File: src/sv/asc_pkg.sv
// ----------------------------------------------------------------------------
// asc_pkg
// Shared types, constants and coefficient table of the step counter.
// ----------------------------------------------------------------------------
package asc_pkg;

    localparam int FIR_TAPS    = 25;
    localparam int SMOOTH_TAPS = 13;
    localparam int BLOCK_LEN   = 26;

    localparam int TAP_W   = 5;
    localparam int AXIS_W  = 2;
    localparam int SIB_W   = 6;
    localparam int FFILL_W = 5;
    localparam int SFILL_W = 4;

    localparam logic [AXIS_W-1:0] LAST_AXIS = 2'd2;

    localparam logic signed [12:0] SMOOTH_GAIN = 13'sd2520;

    localparam logic signed [12:0] FIR_COEF [FIR_TAPS] = '{
        -13'sd1601, -13'sd873, -13'sd208, 13'sd392, 13'sd930, 13'sd1405,
        13'sd1817, 13'sd2165, 13'sd2450, 13'sd2672, 13'sd2830, 13'sd2925,
        13'sd2957, 13'sd2925, 13'sd2830, 13'sd2672, 13'sd2450, 13'sd2165,
        13'sd1817, 13'sd1405, 13'sd930, 13'sd392, -13'sd208, -13'sd873,
        -13'sd1601
    };

    localparam logic [15:0] MIN_GAP       = 16'd12;
    localparam logic [15:0] REARM_GAP     = 16'd6;
    localparam logic [15:0] REARM_TIMEOUT = 16'h003C;
    localparam logic signed [15:0] REARM_FALL = 16'sd4;
    localparam logic [15:0] SINCE_RESET   = 16'd46;

    localparam logic [15:0] GAP_1 = 16'h0010;
    localparam logic [15:0] GAP_2 = 16'h0014;
    localparam logic [15:0] GAP_3 = 16'h0018;
    localparam logic [15:0] GAP_4 = 16'h001E;
    localparam logic signed [15:0] RISE_0 = 16'sh005C;
    localparam logic signed [15:0] RISE_1 = 16'sh0048;
    localparam logic signed [15:0] RISE_2 = 16'sh0037;
    localparam logic signed [15:0] RISE_3 = 16'sh002A;
    localparam logic signed [15:0] RISE_4 = 16'sh0022;

    localparam logic [7:0] IDLE_INIT_RESET = 8'd99;
    localparam logic [7:0] IDLE_CONF_RESET = 8'd85;
    localparam logic [3:0] CONFIRM_RESET   = 4'd15;

    typedef enum logic [1:0] {
        REG_IDLE_INIT = 2'd0,
        REG_IDLE_CONF = 2'd1,
        REG_CONFIRM   = 2'd2,
        REG_NONE      = 2'd3
    } reg_idx_t;

    typedef enum logic [2:0] {
        ST_IDLE,
        ST_FILL,
        ST_FIR,
        ST_POST,
        ST_SMOOTH,
        ST_DETECT,
        ST_BLOCK,
        ST_OUT
    } state_t;

    typedef struct packed {
        logic              load;
        logic              fill_fir;
        logic              mac_fir;
        logic              mac_smooth;
        logic              last_tap;
        logic              post;
        logic              detect;
        logic              block;
        logic              out_load;
        logic [AXIS_W-1:0] axis;
        logic [TAP_W-1:0]  tap;
    } cmd_t;

    typedef struct packed {
        logic fir_full;
        logic smooth_full;
    } status_t;

    typedef struct packed {
        logic [7:0] idle_init;
        logic [7:0] idle_conf;
        logic [3:0] confirm;
        logic       init_wr;
        logic [7:0] init_data;
    } cfg_t;

endpackage

File: src/sv/asc_if.sv
// ----------------------------------------------------------------------------
// asc_if
// Valid/ready channels for samples and results.
// ----------------------------------------------------------------------------
interface asc_sample_if;
    logic               valid;
    logic               ready;
    logic signed [15:0] accel_x;
    logic signed [15:0] accel_y;
    logic signed [15:0] accel_z;
    modport source (output valid, accel_x, accel_y, accel_z, input ready);
    modport sink   (input valid, accel_x, accel_y, accel_z, output ready);
endinterface

interface asc_result_if;
    logic        valid;
    logic        ready;
    logic [15:0] shown_steps;
    logic        block_done;
    modport source (output valid, shown_steps, block_done, input ready);
    modport sink   (input valid, shown_steps, block_done, output ready);
endinterface

File: src/sv/asc_ctrl.sv
// ----------------------------------------------------------------------------
// asc_ctrl
// Sequencer: steps the shared multiply-accumulate over taps and axes.
// ----------------------------------------------------------------------------
module asc_ctrl (
    input  logic            clk,
    input  logic            rst_n,
    input  logic            in_valid,
    output logic            in_ready,
    output logic            out_valid,
    input  logic            out_ready,
    input  asc_pkg::status_t status,
    output asc_pkg::cmd_t    cmd
);
    import asc_pkg::*;

    state_t            state_reg, state_next;
    logic [AXIS_W-1:0] axis_reg, axis_next;
    logic [TAP_W-1:0]  tap_reg, tap_next;
    logic              out_valid_reg, out_valid_next;

    always_ff @(posedge clk or negedge rst_n)
    begin
        if (!rst_n)
        begin
            state_reg     <= ST_IDLE;
            axis_reg      <= '0;
            tap_reg       <= '0;
            out_valid_reg <= 1'b0;
        end
        else
        begin
            state_reg     <= state_next;
            axis_reg      <= axis_next;
            tap_reg       <= tap_next;
            out_valid_reg <= out_valid_next;
        end
    end

    always_comb
    begin
        state_next = state_reg;
        axis_next  = axis_reg;
        tap_next   = tap_reg;
        cmd        = '0;
        cmd.axis   = axis_reg;
        cmd.tap    = tap_reg;
        in_ready   = 1'b0;
        unique case (state_reg)
            ST_IDLE:
            begin
                in_ready  = 1'b1;
                axis_next = '0;
                tap_next  = '0;
                if (in_valid)
                begin
                    cmd.load   = 1'b1;
                    state_next = status.fir_full ? ST_FIR : ST_FILL;
                end
            end
            ST_FILL:
            begin
                cmd.fill_fir = 1'b1;
                state_next   = ST_OUT;
            end
            ST_FIR:
            begin
                cmd.mac_fir  = 1'b1;
                cmd.last_tap = (tap_reg == TAP_W'(FIR_TAPS - 1));
                if (cmd.last_tap)
                begin
                    tap_next  = '0;
                    axis_next = axis_reg + 1'b1;
                    if (axis_reg == LAST_AXIS)
                        state_next = ST_POST;
                end
                else
                    tap_next = tap_reg + 1'b1;
            end
            ST_POST:
            begin
                cmd.post   = 1'b1;
                tap_next   = '0;
                state_next = status.smooth_full ? ST_SMOOTH : ST_BLOCK;
            end
            ST_SMOOTH:
            begin
                cmd.mac_smooth = 1'b1;
                cmd.last_tap   = (tap_reg == TAP_W'(SMOOTH_TAPS - 1));
                tap_next       = tap_reg + 1'b1;
                if (cmd.last_tap)
                    state_next = ST_DETECT;
            end
            ST_DETECT:
            begin
                cmd.detect = 1'b1;
                state_next = ST_BLOCK;
            end
            ST_BLOCK:
            begin
                cmd.block  = 1'b1;
                state_next = ST_OUT;
            end
            ST_OUT:
            begin
                // result register free or being drained this cycle
                if (!out_valid_reg || out_ready)
                begin
                    cmd.out_load = 1'b1;
                    state_next   = ST_IDLE;
                end
            end
            default: state_next = ST_IDLE;
        endcase
    end

    always_comb
    begin
        if (cmd.out_load)
            out_valid_next = 1'b1;
        else if (out_ready)
            out_valid_next = 1'b0;
        else
            out_valid_next = out_valid_reg;
    end

    assign out_valid = out_valid_reg;

    a_tap_range: assert property (@(posedge clk) disable iff (!rst_n)
        cmd.mac_fir |-> tap_reg < TAP_W'(FIR_TAPS))
        else $error("fir tap index out of range");

    a_out_to_idle: assert property (@(posedge clk) disable iff (!rst_n)
        cmd.out_load |=> (state_reg == ST_IDLE) && out_valid_reg)
        else $error("result load did not return to idle");

    a_accept_busy: assert property (@(posedge clk) disable iff (!rst_n)
        (in_valid && in_ready) |=> (state_reg == ST_FIR || state_reg == ST_FILL))
        else $error("accepted item did not start processing");

endmodule

File: src/sv/asc_dp.sv
// ----------------------------------------------------------------------------
// asc_dp
// Datapath: filter histories, shared multiply-accumulate, step detector.
// ----------------------------------------------------------------------------
module asc_dp (
    input  logic               clk,
    input  logic               rst_n,
    input  asc_pkg::cmd_t      cmd,
    input  asc_pkg::cfg_t      cfg,
    input  logic signed [15:0] accel_x,
    input  logic signed [15:0] accel_y,
    input  logic signed [15:0] accel_z,
    output asc_pkg::status_t   status,
    output logic [15:0]        shown_steps,
    output logic               block_done
);
    import asc_pkg::*;

    logic [47:0] fir_hist_reg [FIR_TAPS-1];
    logic [15:0] smooth_hist_reg [SMOOTH_TAPS-1];
    logic [47:0] sample_reg;
    logic [FFILL_W-1:0] fir_fill_reg;
    logic [SFILL_W-1:0] smooth_fill_reg;
    logic [15:0] acc_reg, level_reg;

    logic signed [15:0] prev_level_reg, rise_sum_reg, fall_sum_reg;
    logic rising_reg, armed_reg, up_reg, down_reg, pend_reg, warm_reg;
    logic [15:0] since_reg, raw_reg, last_reg, conf_reg;
    logic [3:0]  bc_reg;
    logic [7:0]  idle_reg;
    logic [SIB_W-1:0] sib_reg;
    logic done_reg;
    logic [15:0] shown_reg;
    logic        done_out_reg;

    logic signed [15:0] prev_level_next, rise_sum_next, fall_sum_next;
    logic rising_next, armed_next, up_next, down_next, pend_next, warm_next;
    logic [15:0] since_next, raw_next, last_next, conf_next;
    logic [3:0]  bc_next;
    logic [7:0]  idle_next;
    logic [SIB_W-1:0] sib_next;
    logic done_next;

    // shared multiplier
    logic [TAP_W-1:0]   tap_m1;
    logic [47:0]        fir_word;
    logic signed [15:0] op_a;
    logic signed [12:0] op_c;
    logic signed [28:0] prod;
    logic [15:0]        acc_next, acc_abs;

    assign tap_m1   = cmd.tap - 1'b1;
    assign fir_word = (cmd.tap == '0) ? sample_reg : fir_hist_reg[tap_m1];

    always_comb
    begin
        if (cmd.mac_smooth)
        begin
            op_c = SMOOTH_GAIN;
            op_a = (cmd.tap == '0) ? $signed(level_reg)
                                   : $signed(smooth_hist_reg[tap_m1[SFILL_W-1:0]]);
        end
        else
        begin
            op_c = FIR_COEF[cmd.tap];
            unique case (cmd.axis)
                2'd0:    op_a = $signed(fir_word[15:0]);
                2'd1:    op_a = $signed(fir_word[31:16]);
                default: op_a = $signed(fir_word[47:32]);
            endcase
        end
    end

    assign prod     = op_a * op_c;
    assign acc_next = acc_reg + {{3{prod[28]}}, prod[28:16]};
    assign acc_abs  = acc_next[15] ? (~acc_next + 16'd1) : acc_next;

    assign status.fir_full    = (fir_fill_reg == FFILL_W'(FIR_TAPS - 1));
    assign status.smooth_full = (smooth_fill_reg == SFILL_W'(SMOOTH_TAPS - 1));

    always_ff @(posedge clk)
    begin
        if (cmd.load)
            sample_reg <= {accel_z, accel_y, accel_x};
        if (cmd.fill_fir || cmd.post)
        begin
            for (int i = FIR_TAPS - 2; i > 0; i--)
                fir_hist_reg[i] <= fir_hist_reg[i-1];
            fir_hist_reg[0] <= sample_reg;
        end
        if ((cmd.post && !status.smooth_full) || cmd.detect)
        begin
            for (int i = SMOOTH_TAPS - 2; i > 0; i--)
                smooth_hist_reg[i] <= smooth_hist_reg[i-1];
            smooth_hist_reg[0] <= level_reg;
        end
        if (cmd.load)
        begin
            acc_reg   <= '0;
            level_reg <= '0;
        end
        else if (cmd.mac_fir)
        begin
            acc_reg <= cmd.last_tap ? 16'd0 : acc_next;
            if (cmd.last_tap)
                level_reg <= level_reg + acc_abs;
        end
        else if (cmd.mac_smooth)
            acc_reg <= acc_next;
        if (cmd.out_load)
        begin
            shown_reg    <= conf_reg;
            done_out_reg <= done_reg;
        end
    end

    // detector, block bookkeeping and config side effects
    always_comb
    begin
        logic signed [15:0] v, pl, diff, rs, fs;
        logic [15:0] ss, raw;
        logic ris, arm, up, dn, sp, veto;
        logic [SIB_W:0] sib;

        prev_level_next = prev_level_reg;
        rise_sum_next   = rise_sum_reg;
        fall_sum_next   = fall_sum_reg;
        rising_next     = rising_reg;
        armed_next      = armed_reg;
        up_next         = up_reg;
        down_next       = down_reg;
        pend_next       = pend_reg;
        warm_next       = warm_reg;
        since_next      = since_reg;
        raw_next        = raw_reg;
        last_next       = last_reg;
        conf_next       = conf_reg;
        bc_next         = bc_reg;
        idle_next       = idle_reg;
        sib_next        = sib_reg;
        done_next       = done_reg;

        v   = $signed(acc_reg);
        pl  = warm_reg ? prev_level_reg : v;
        rs  = rise_sum_reg;
        fs  = fall_sum_reg;
        ss  = since_reg;
        raw = raw_reg;
        ris = rising_reg;
        arm = armed_reg;
        up  = up_reg;
        dn  = down_reg;
        sp  = pend_reg;
        diff = v - pl;
        if (!diff[15] && diff != 16'sd0)
            ris = 1'b1;
        else if (diff[15])
            ris = 1'b0;

        veto = (rs < RISE_0) || (ss >= GAP_1 && rs < RISE_1)
            || (ss >= GAP_2 && rs < RISE_2) || (ss >= GAP_3 && rs < RISE_3)
            || (ss >= GAP_4 && rs < RISE_4);
        if (arm && ris)
        begin
            if (ss >= MIN_GAP && !veto)
            begin
                arm = 1'b0;
                raw = raw + 16'd1;
                ss  = '0;
                rs  = '0;
                up  = 1'b0;
                sp  = 1'b1;
            end
        end
        else if (!arm)
        begin
            if ((ss >= REARM_GAP && fs >= REARM_FALL) || ss >= REARM_TIMEOUT)
            begin
                arm = 1'b1;
                fs  = '0;
                dn  = 1'b0;
            end
        end

        if (ris && arm)
            up = 1'b1;
        else if (!ris && !arm)
        begin
            dn = 1'b1;
            if (sp)
            begin
                ss = '0;
                sp = 1'b0;
                rs = '0;
            end
        end

        if (up)
            rs = v + rs - pl;
        else if (dn)
            fs = fs + pl - v;

        if (rs[15])
        begin
            rs = '0;
            up = 1'b0;
        end
        else if (fs[15])
        begin
            fs = '0;
            dn = 1'b0;
        end
        ss = ss + 16'd1;

        sib = {1'b0, sib_reg} + 1'b1;

        priority if (cmd.detect)
        begin
            prev_level_next = v;
            warm_next       = 1'b1;
            rise_sum_next   = rs;
            fall_sum_next   = fs;
            rising_next     = ris;
            armed_next      = arm;
            up_next         = up;
            down_next       = dn;
            pend_next       = sp;
            since_next      = ss;
            raw_next        = raw;
            if (last_reg == raw)
            begin
                if (ss > {8'd0, idle_reg})
                begin
                    bc_next   = '0;
                    raw_next  = conf_reg;
                    idle_next = cfg.idle_init;
                end
            end
            else
                last_next = raw;
        end
        else if (cmd.block)
        begin
            if (sib >= (SIB_W+1)'(BLOCK_LEN))
            begin
                sib_next  = '0;
                done_next = 1'b1;
                if (bc_reg >= cfg.confirm)
                begin
                    conf_next = raw_reg;
                    idle_next = cfg.idle_conf;
                end
                else
                    bc_next = bc_reg + 4'd1;
            end
            else
                sib_next = sib[SIB_W-1:0];
        end
        else if (cmd.load)
            done_next = 1'b0;
        else if (cfg.init_wr && !warm_reg)
            idle_next = cfg.init_data;
    end

    always_ff @(posedge clk or negedge rst_n)
    begin
        if (!rst_n)
        begin
            fir_fill_reg    <= '0;
            smooth_fill_reg <= '0;
            prev_level_reg  <= '0;
            rise_sum_reg    <= '0;
            fall_sum_reg    <= '0;
            rising_reg      <= 1'b1;
            armed_reg       <= 1'b1;
            up_reg          <= 1'b0;
            down_reg        <= 1'b0;
            pend_reg        <= 1'b0;
            warm_reg        <= 1'b0;
            since_reg       <= SINCE_RESET;
            raw_reg         <= '0;
            last_reg        <= '0;
            conf_reg        <= '0;
            bc_reg          <= '0;
            idle_reg        <= IDLE_INIT_RESET;
            sib_reg         <= '0;
            done_reg        <= 1'b0;
        end
        else
        begin
            if (cmd.fill_fir)
                fir_fill_reg <= fir_fill_reg + 1'b1;
            if (cmd.post && !status.smooth_full)
                smooth_fill_reg <= smooth_fill_reg + 1'b1;
            prev_level_reg  <= prev_level_next;
            rise_sum_reg    <= rise_sum_next;
            fall_sum_reg    <= fall_sum_next;
            rising_reg      <= rising_next;
            armed_reg       <= armed_next;
            up_reg          <= up_next;
            down_reg        <= down_next;
            pend_reg        <= pend_next;
            warm_reg        <= warm_next;
            since_reg       <= since_next;
            raw_reg         <= raw_next;
            last_reg        <= last_next;
            conf_reg        <= conf_next;
            bc_reg          <= bc_next;
            idle_reg        <= idle_next;
            sib_reg         <= sib_next;
            done_reg        <= done_next;
        end
    end

    assign shown_steps = shown_reg;
    assign block_done  = done_out_reg;

    a_fill_bound: assert property (@(posedge clk) disable iff (!rst_n)
        fir_fill_reg <= FFILL_W'(FIR_TAPS - 1))
        else $error("fir fill count overran");

    a_block_len: assert property (@(posedge clk) disable iff (!rst_n)
        sib_reg < SIB_W'(BLOCK_LEN))
        else $error("sample in block overran");

    a_step_resets_gap: assert property (@(posedge clk) disable iff (!rst_n)
        (cmd.detect && raw_next == raw_reg + 16'd1 && last_reg != raw_reg + 16'd1)
        |=> since_reg == 16'd1)
        ;

endmodule

File: src/sv/accel_step_counter.sv
// ----------------------------------------------------------------------------
// accel_step_counter
// Three-axis accelerometer step counter with APB configuration.
// ----------------------------------------------------------------------------
// sequencing: while the fir history fills a sample only shifts into it; else
//   the fir runs 75 taps, plus 13 smoothing taps once that history is full
// throughput: set by the single shared multiply-accumulate unit stepping through
//   all taps; a new sample is taken only after the previous result is loaded
// reset: asynchronous active low; clears control state and loads register
//   reset values, filter histories stay undefined until filled
module accel_step_counter (
    input  logic               clk,
    input  logic               rst_n,
    asc_sample_if.sink         sample,
    asc_result_if.source       result,
    input  logic               psel,
    input  logic               penable,
    input  logic               pwrite,
    input  logic [3:0]         paddr,
    input  logic [31:0]        pwdata,
    output logic [31:0]        prdata,
    output logic               pready
);
    import asc_pkg::*;

    cmd_t     cmd;
    status_t  status;
    cfg_t     cfg;
    reg_idx_t idx;
    logic     wr;
    logic [7:0] idle_init_reg, idle_conf_reg;
    logic [3:0] confirm_reg;

    assign pready = 1'b1;
    assign idx    = reg_idx_t'(paddr[3:2]);
    assign wr     = psel && penable && pwrite;

    always_ff @(posedge clk or negedge rst_n)
    begin
        if (!rst_n)
        begin
            idle_init_reg <= IDLE_INIT_RESET;
            idle_conf_reg <= IDLE_CONF_RESET;
            confirm_reg   <= CONFIRM_RESET;
        end
        else if (wr)
        begin
            unique case (idx)
                REG_IDLE_INIT: idle_init_reg <= pwdata[7:0];
                REG_IDLE_CONF: idle_conf_reg <= pwdata[7:0];
                REG_CONFIRM:   confirm_reg   <= pwdata[3:0];
                default:       ;
            endcase
        end
    end

    always_comb
    begin
        unique case (idx)
            REG_IDLE_INIT: prdata = {24'd0, idle_init_reg};
            REG_IDLE_CONF: prdata = {24'd0, idle_conf_reg};
            REG_CONFIRM:   prdata = {28'd0, confirm_reg};
            default:       prdata = '0;
        endcase
    end

    assign cfg.idle_init = idle_init_reg;
    assign cfg.idle_conf = idle_conf_reg;
    assign cfg.confirm   = confirm_reg;
    assign cfg.init_wr   = wr && (idx == REG_IDLE_INIT);
    assign cfg.init_data = pwdata[7:0];

    asc_ctrl u_ctrl (
        .clk       (clk),
        .rst_n     (rst_n),
        .in_valid  (sample.valid),
        .in_ready  (sample.ready),
        .out_valid (result.valid),
        .out_ready (result.ready),
        .status    (status),
        .cmd       (cmd)
    );

    asc_dp u_dp (
        .clk         (clk),
        .rst_n       (rst_n),
        .cmd         (cmd),
        .cfg         (cfg),
        .accel_x     (sample.accel_x),
        .accel_y     (sample.accel_y),
        .accel_z     (sample.accel_z),
        .status      (status),
        .shown_steps (result.shown_steps),
        .block_done  (result.block_done)
    );

endmodule
File: src/flat_wrapper.sv
// flat-port wrapper written by rule: the top's interface ports become plain ports
module accel_step_counter_flat import asc_pkg::*;
  (clk, rst_n, psel, penable, pwrite, paddr, pwdata, prdata, pready, sample_valid, sample_accel_x, sample_accel_y, sample_accel_z, sample_ready, result_valid, result_shown_steps, result_block_done, result_ready);
  asc_sample_if sample_i ();
  asc_result_if result_i ();
  input  logic clk;
  input  logic rst_n;
  input  logic psel;
  input  logic penable;
  input  logic pwrite;
  input  logic [3:0] paddr;
  input  logic [31:0] pwdata;
  output logic [31:0] prdata;
  output logic pready;
  input wire logic [$bits(sample_i.valid)-1:0] sample_valid;
  input wire logic [$bits(sample_i.accel_x)-1:0] sample_accel_x;
  input wire logic [$bits(sample_i.accel_y)-1:0] sample_accel_y;
  input wire logic [$bits(sample_i.accel_z)-1:0] sample_accel_z;
  output wire logic [$bits(sample_i.ready)-1:0] sample_ready;
  output wire logic [$bits(result_i.valid)-1:0] result_valid;
  output wire logic [$bits(result_i.shown_steps)-1:0] result_shown_steps;
  output wire logic [$bits(result_i.block_done)-1:0] result_block_done;
  input wire logic [$bits(result_i.ready)-1:0] result_ready;
  assign sample_i.valid = sample_valid;
  assign sample_i.accel_x = sample_accel_x;
  assign sample_i.accel_y = sample_accel_y;
  assign sample_i.accel_z = sample_accel_z;
  assign sample_ready = sample_i.ready;
  assign result_valid = result_i.valid;
  assign result_shown_steps = result_i.shown_steps;
  assign result_block_done = result_i.block_done;
  assign result_i.ready = result_ready;
  accel_step_counter u_core (.clk(clk), .rst_n(rst_n), .sample(sample_i), .result(result_i), .psel(psel), .penable(penable), .pwrite(pwrite), .paddr(paddr), .pwdata(pwdata), .prdata(prdata), .pready(pready));
endmodule
File: config.mk
export PLATFORM = sky130hd
export DESIGN_NAME = accel_step_counter_flat
export DESIGN_NICKNAME = d
export VERILOG_FILES = /design/src/sv/asc_pkg.sv /design/src/sv/asc_if.sv /design/src/sv/asc_ctrl.sv /design/src/sv/asc_dp.sv /design/src/sv/accel_step_counter.sv /design/src/flat_wrapper.sv
export SDC_FILE = /design/constraint.sdc
export NUM_CORES = 2
export LEC_CHECK = 0
export ABC_AREA = 1
export BUFFER_PORTS_ARGS = -buffer_cell sky130_fd_sc_hd__buf_2
export CAP_MARGIN = 10
export CORE_MARGIN = 2
export CORE_UTILIZATION = 57
export DETAILED_ROUTE_END_ITERATION = 8
export HOLD_SLACK_MARGIN = 0.03
export PLACE_DENSITY = 0.76
export SLEW_MARGIN = 10
export SYNTH_ARGS = -nofsm -noshare
export SYNTH_HDL_FRONTEND = slang
export SYNTH_HIERARCHICAL = 1
export SYNTH_SLANG_ARGS = --single-unit
File: constraint.sdc
create_clock -name clk -period 15.7 [get_ports clk]
set_input_delay 0.785 -clock clk [delete_from_list [all_inputs] [get_ports clk]]
set_output_delay 0.785 -clock clk [all_outputs]
set_load 0.03 [all_outputs]
== Word-level counts from Yosys, hierarchy flattened ==
Memory sizes are Yosys's and may differ from the RTL's.
Index checks and enable logic that the tools add are counted.
W data, S select, Z words.

* Register bits: 274
* Memory bits (read-only): 416
* Memories kept: 3
* Logic and storage cells: 263
* Input bits: 91
* Bits in writable memories: 1,344

* Bitwise gates (word level): 4
* Equal/unequal tests: 28
* Magnitude comparators: 17
* $mul: 1
* $add $sub $neg: 17
* Multiplexer cells: 105
* Reductions and logical operators: 57

{| class="wikitable"
|+ Memory list
! memory !! depth !! width !! read ports !! clocked after Yosys merged registers in !! write ports !! line !! text
|-
| u_core.u_dp.fir_hist_reg || 24 || 48 || 24 || 0 || 24 || asc_dp.sv:19 || <nowiki>logic [47:0] fir_hist_reg [FIR_TAPS-1];</nowiki>
|-
| (name not given) || 32 || 13 || 1 || 0 || 0 || asc_dp.sv:65 || <nowiki>op_c = FIR_COEF[cmd.tap];</nowiki>
|-
| u_core.u_dp.smooth_hist_reg || 12 || 16 || 12 || 0 || 12 || asc_dp.sv:20 || <nowiki>logic [15:0] smooth_hist_reg [SMOOTH_TAPS-1];</nowiki>
|}

{| class="wikitable"
|+ Operator list
! cell !! count
|-
| $mux W16 || 28
|-
| $add A16 B16 Y16 || 4
|-
| $ge A16 B5 Y1 const B || 4
|-
| $mux W8 || 8
|-
| $add A16 B1 Y16 const B || 3
|-
| $lt A16 B7 Y1 const B || 3
|-
| $mux W48 || 1
|-
| $sub A16 B16 Y16 || 3
|-
| $mux W1 || 41
|-
| $mux W13 || 3
|-
| $ge A16 B4 Y1 const B || 2
|-
| $lt A16 B8 Y1 const B || 2
|-
| $pmux W16 S2 || 1
|-
| $mux W15 || 2
|-
| $mul A16 B13 Y29 || 1
|-
| $mux W4 || 6
|-
| $pmux W8 S3 || 1
|-
| $pmux W3 S7 || 1
|-
| $eq A16 B16 Y1 || 1
|-
| $ge A16 B3 Y1 const B || 1
|-
| $ge A16 B6 Y1 const B || 1
|-
| $gt A16 B8 Y1 || 1
|-
| $not A16 Y16 || 1
|-
| $reduce_bool A16 Y1 || 1
|-
| other kinds (42) || 109
|}

== Logic depth before layout (Yosys ltp) ==
* Word-level depth: 19
* Gate-level depth with buffers: 83

== Modules after synthesis ==
The synthesis kept the hierarchy.

{| class="wikitable"
|+ By module, submodules not included
! module !! instances !! area each (sq um) !! sequential area each (sq um) !! cells each
|-
| asc_dp || 1 || 77,931.0 || 46,592.2 || 7,087
|-
| accel_step_counter || 1 || 1,167.4 || 515.5 || 153
|-
| asc_ctrl || 1 || 767.0 || 275.3 || 109
|}

== Worst setup path after synthesis ==
Ideal clock, no wire load.

* Kind: reg2reg
* From: register u_core.u_ctrl.state_reg[0]
* To: memory u_core.u_dp.fir_hist_reg[0][0], enable pin
* Library setup time: 1.057 ns
* Clock period less this slack: 15.801 ns
* Path buffers: 0
* Stages on the path, launching flop included: 4
* Data arrival time: 14.744 ns
* Setup slack: -0.101 ns
* Path through: dfrtp_1 > inv_2 > nor3_1 > or2_2

{| class="wikitable"
|+ RTL lines
! element !! line !! text
|-
| from (decl) || asc_ctrl.sv:17 || <nowiki>state_t state_reg, state_next;</nowiki>
|-
| from (signal assigned) || asc_ctrl.sv:33 || <nowiki>state_reg <= state_next;</nowiki>
|-
| to (decl) || asc_dp.sv:19 ||
|}

== Worst setup path after layout ==
* From: register u_core.u_ctrl.tap_reg[0]
* To: register u_core.u_dp.level_reg[15]

* Word-level cells in the longest chain between the ends: 11

{| class="wikitable"
|+ RTL lines
! element !! line !! text
|-
| from (decl) || asc_ctrl.sv:19 || <nowiki>logic [TAP_W-1:0] tap_reg, tap_next;</nowiki>
|-
| from (signal assigned) || asc_ctrl.sv:35 || <nowiki>tap_reg <= tap_next;</nowiki>
|-
| $sub A5 B1 Y5 or $not A5 Y6 (tied branches) || asc_dp.sv:52, asc_dp.sv:65 ||
|-
| $mem_v2 Z24 W48 or $mem_v2 Z32 W13 (tied branches) || n/a ||
|-
| $mux W48 or $mux W13 (tied branches) || asc_dp.sv:53, asc_dp.sv:65 ||
|-
| $pmux W16 S2 or $mux W13 (tied branches) || asc_dp.sv:66, asc_dp.sv:65 ||
|-
| $mux W16 or $mux W13 (tied branches) || asc_dp.sv:57 || <nowiki>if (cmd.mac_smooth)</nowiki>
|-
| $mul A16 B13 Y29 || asc_dp.sv:74 || <nowiki>assign prod = op_a * op_c;</nowiki>
|-
| $add A16 B16 Y16 || asc_dp.sv:75 || <nowiki>assign acc_next = acc_reg + {{3{prod[28]}}, prod[28:16]};</nowiki>
|-
| $not A16 Y16 || asc_dp.sv:76 || <nowiki>assign acc_abs = acc_next[15] ? (~acc_next + 16'd1) : acc_next;</nowiki>
|-
| $add A16 B1 Y16 || asc_dp.sv:76 ||
|-
| $mux W16 || asc_dp.sv:76 ||
|-
| $add A16 B16 Y16 || asc_dp.sv:106 || <nowiki>level_reg <= level_reg + acc_abs;</nowiki>
|-
| to (signal assigned) || asc_dp.sv:106 ||
|-
| to (decl) || asc_dp.sv:24 || <nowiki>logic [15:0] acc_reg, level_reg;</nowiki>
|}

Parallel ways exist; a longest one is shown, timed or not. The select of a mux whose other input is x is not followed.
A chain may end at the register's enable or synchronous reset.

==> impl_metrics.env <==
export IMPL_clk_path_buf_depth=3
export IMPL_drv_cap=0
export IMPL_skew_ns=0.0588
export IMPL_cp_start_kind="register"
export IMPL_clkTransAtPathRegs_ns=0.06
export IMPL_nets=7826
export IMPL_critPathSlowestCell="dfrtp_4"
export IMPL_cts_root_buffer="clkbuf_16"
export IMPL_wl_per_cell_um=20.6
export IMPL_layoutNonFillerInstCount=9319
export IMPL_core_area_sq_um=139000
export IMPL_placementRows=137
export IMPL_place_congestion=0.923
export IMPL_synth_cells=7349
export IMPL_vias_per_cell=5.97
export IMPL_reg2regPathDepth=64
export IMPL_synth_edff_count=1409
export IMPL_required_ns=16.39
export IMPL_end_kind="register"
export IMPL_yosysWarnings=6
export IMPL_die_area_sq_um=143000
export IMPL_num_fill_cells=10600
export IMPL_grt_pass1_wl_um=300000
export IMPL_hpwl_um=120000
export IMPL_synthArstFlopShare=0.109
export IMPL_cts_tree="yes"
export IMPL_synth_main_ff_cell="edfxtp_1"
export IMPL_grt_util_all_layers=0.267
export IMPL_dr_total_vias=55600
export IMPL_grt_overflow=0
export IMPL_crit_top_cell="nand2_1"
export IMPL_route_detailed_drc=0
export IMPL_synth_top_cells_by_count="nand2_1, edfxtp_1, a21oi_1, inv_1, nand3_1"
export IMPL_synth_distinct_cells=73
export IMPL_finalSetupViolCount=0
export IMPL_yosysMostFrequentCell="nand2_1"
export IMPL_syn_to_final_growth_pct=9.03
export IMPL_max_slew_margin=0.150
export IMPL_rsz0062_at_grt="no"
export IMPL_synth_seq_cells=1617
export IMPL_cp_arrival_ns=15.08
export IMPL_tightest_slew_ns=1.27
export IMPL_tns_ns=0
export IMPL_synth_area_leaders="edfxtp_1, nand2_1, fa_1"
export IMPL_finalWirelength_um=192000
export IMPL_ios=143
export IMPL_grt_pass1_vias=54100
export IMPL_finalHoldViolations=0
export IMPL_place_port_buffers=91
export IMPL_die_h_um=378
export IMPL_synth_top_area_share=0.530
export IMPL_ant_nets=0
export IMPL_max_freq_mhz=69.5
export IMPL_start_util=0.573
export IMPL_yosysSeqAreaShare=0.593
export IMPL_yosysTopAreaCell="edfxtp_1"
export IMPL_largest_reg_flops=1152
export IMPL_slowest_delay_ns=0.61
export IMPL_drive_gt1_frac=0.0769
export IMPL_drt_iter0_drc=6358
export IMPL_dp_cells=9023
export IMPL_cts_buffers=163
export IMPL_crit_fanout=135
export IMPL_syn_area_sq_um=79900
export IMPL_maxSlewViolCount=0
export IMPL_cts_sink_count=1617
export IMPL_fin_crit_ns=14.39
export IMPL_htree_levels=4
export IMPL_hp_class="in -> async"
export IMPL_antenna_found_initial=14
export IMPL_dieWidth_um=378
export IMPL_syn_avg_cell_area_sq_um=10.9
export IMPL_worst_skew_pair_late_latency_ns=0.80
export IMPL_status="complete, no violations"
export IMPL_min_period_over_period=0.916
export IMPL_grt_max_degree=208
export IMPL_critical_path_class="reg -> reg"
export IMPL_dr_pass1_iters=6
==> routing by layer <==
layer  part of all wire  routed length (um)  GRT usage  vias to the layer above
met1               0.42               80300      0.377                    27400
li1                   -                   -          -                    25500
met3              0.080               15400     0.0486                      400
met2               0.47               89900      0.418                     2344
met4              0.031                5990     0.0910                       10
met5            0.00038                  73          0                        -
==> cell families (layout without fill, tap and decap cells) <==
kind of cell,Yosys count,count (layout),synth area share
XOR/XNOR,133,133,0.0155
buffers and inverters,1070,1136,0.0542
multiplexers,5,5,0.000705
AND/OR/NAND/NOR,2626,2626,0.137
adder cells (fa/ha/maj),423,423,0.0877
flip-flops,1617,1617,0.593
other,2,30,0.0000940
AO/OA/AOI/OAI,1473,1473,0.111
==> cell type report <==
cell class | instances | area, sq um | share of cell area
Inverter | 666 | 2530 | 0.0291
Timing Repair Buffer | 179 | 1360 | 0.0156
Sequential cell | 1617 | 47400 | 0.544
Antenna cell | 5 | 12.5 | 0.000144
Multi-Input combinational cell | 4685 | 28400 | 0.326
Clock buffer | 210 | 4330 | 0.0497
Clock inverter | 81 | 763 | 0.00876
Tap cell | 1876 | 2350 | 0.0270
==> path summary, 6_finish.rpt <==
path,start,end,slack [ns]
setup / recovery,u_core/u_ctrl/tap_reg[0]$_DFFE_PN0P_,u_core/u_dp/level_reg[15]$_SDFFE_PP0P_,1.31
hold / removal,rst_n,u_core/u_dp/raw_reg[2]$_DFFE_PN0P_,0.15
min in group clk,sample_accel_y[7],u_core/u_dp/sample_reg[23]$_DFFE_PP_,0.15
hold reg to reg,u_core/u_dp/fir_hist_reg[15][5]$_DFFE_PP_,u_core/u_dp/fir_hist_reg[16][5]$_DFFE_PP_,0.42
max in group asynchronous,rst_n,u_core/idle_conf_reg[7]$_DFFE_PN0P_,13.96
setup reg to reg,u_core/u_ctrl/tap_reg[0]$_DFFE_PN0P_,u_core/u_dp/level_reg[15]$_SDFFE_PP0P_,1.31
==> per-stage QoR <==
step / util / setup WS, ns / hold WS (ns) / instance area, sq um
2_1_floorplan: - / 2.64 / 0.419 / 80000
3_3_place_gp: 0.588 / 1.39 / 0.423 / 82000
3_5_place_dp: 0.588 / 1.28 / 0.428 / 82000
4_1_cts: 0.625 / 1.19 / 0.0984 / 87100
5_1_grt: 0.625 / 0.0893 / 0.115 / 87100
6_report: 0.625 / 1.31 / 0.149 / 87100
==> placed cells by master, fill, tap and decap left out, types with 44 or more instances in the layout <==
| cell type | count |
|---|---|
| dfrtp_1 | 152 |
| inv_1 | 640 |
| xor2_1 | 97 |
| a22oi_1 | 61 |
| nor2_1 | 322 |
| nand4_1 | 54 |
| buf_2 | 90 |
| clkbuf_16 | 165 |
| ha_1 | 193 |
| nand3_1 | 348 |
| edfxtp_1 | 1409 |
| a221oi_1 | 84 |
| o22ai_1 | 51 |
| nand2_1 | 1747 |
| a21oi_1 | 646 |
| o311ai_0 | 44 |
| buf_4 | 69 |
| fa_1 | 228 |
| o21ai_0 | 339 |
==> what timing repair did <==
action | 4_1_cts | 5_1_grt
hold buffers | 0 | 0
resized for setup | 0 | 4
setup endpoints to repair | 0 | 1
setup buffers | 0 | 0
==> critical path: cells and delay by family, from the launching register on <==
kind	cells	cell delay [ns]
adders and majority gates	10	4.23
DFF	1	0.61
buffers and inverters	10	2.17
AOI/OAI and AO/OA	21	3.96
xor gates and xnor gates	2	0.36
and+or+nand+nor	21	2.65
Power is left out: the tool's default activity adds up to more than one toggle a clock period on the data nets, which glitch-free logic cannot reach.
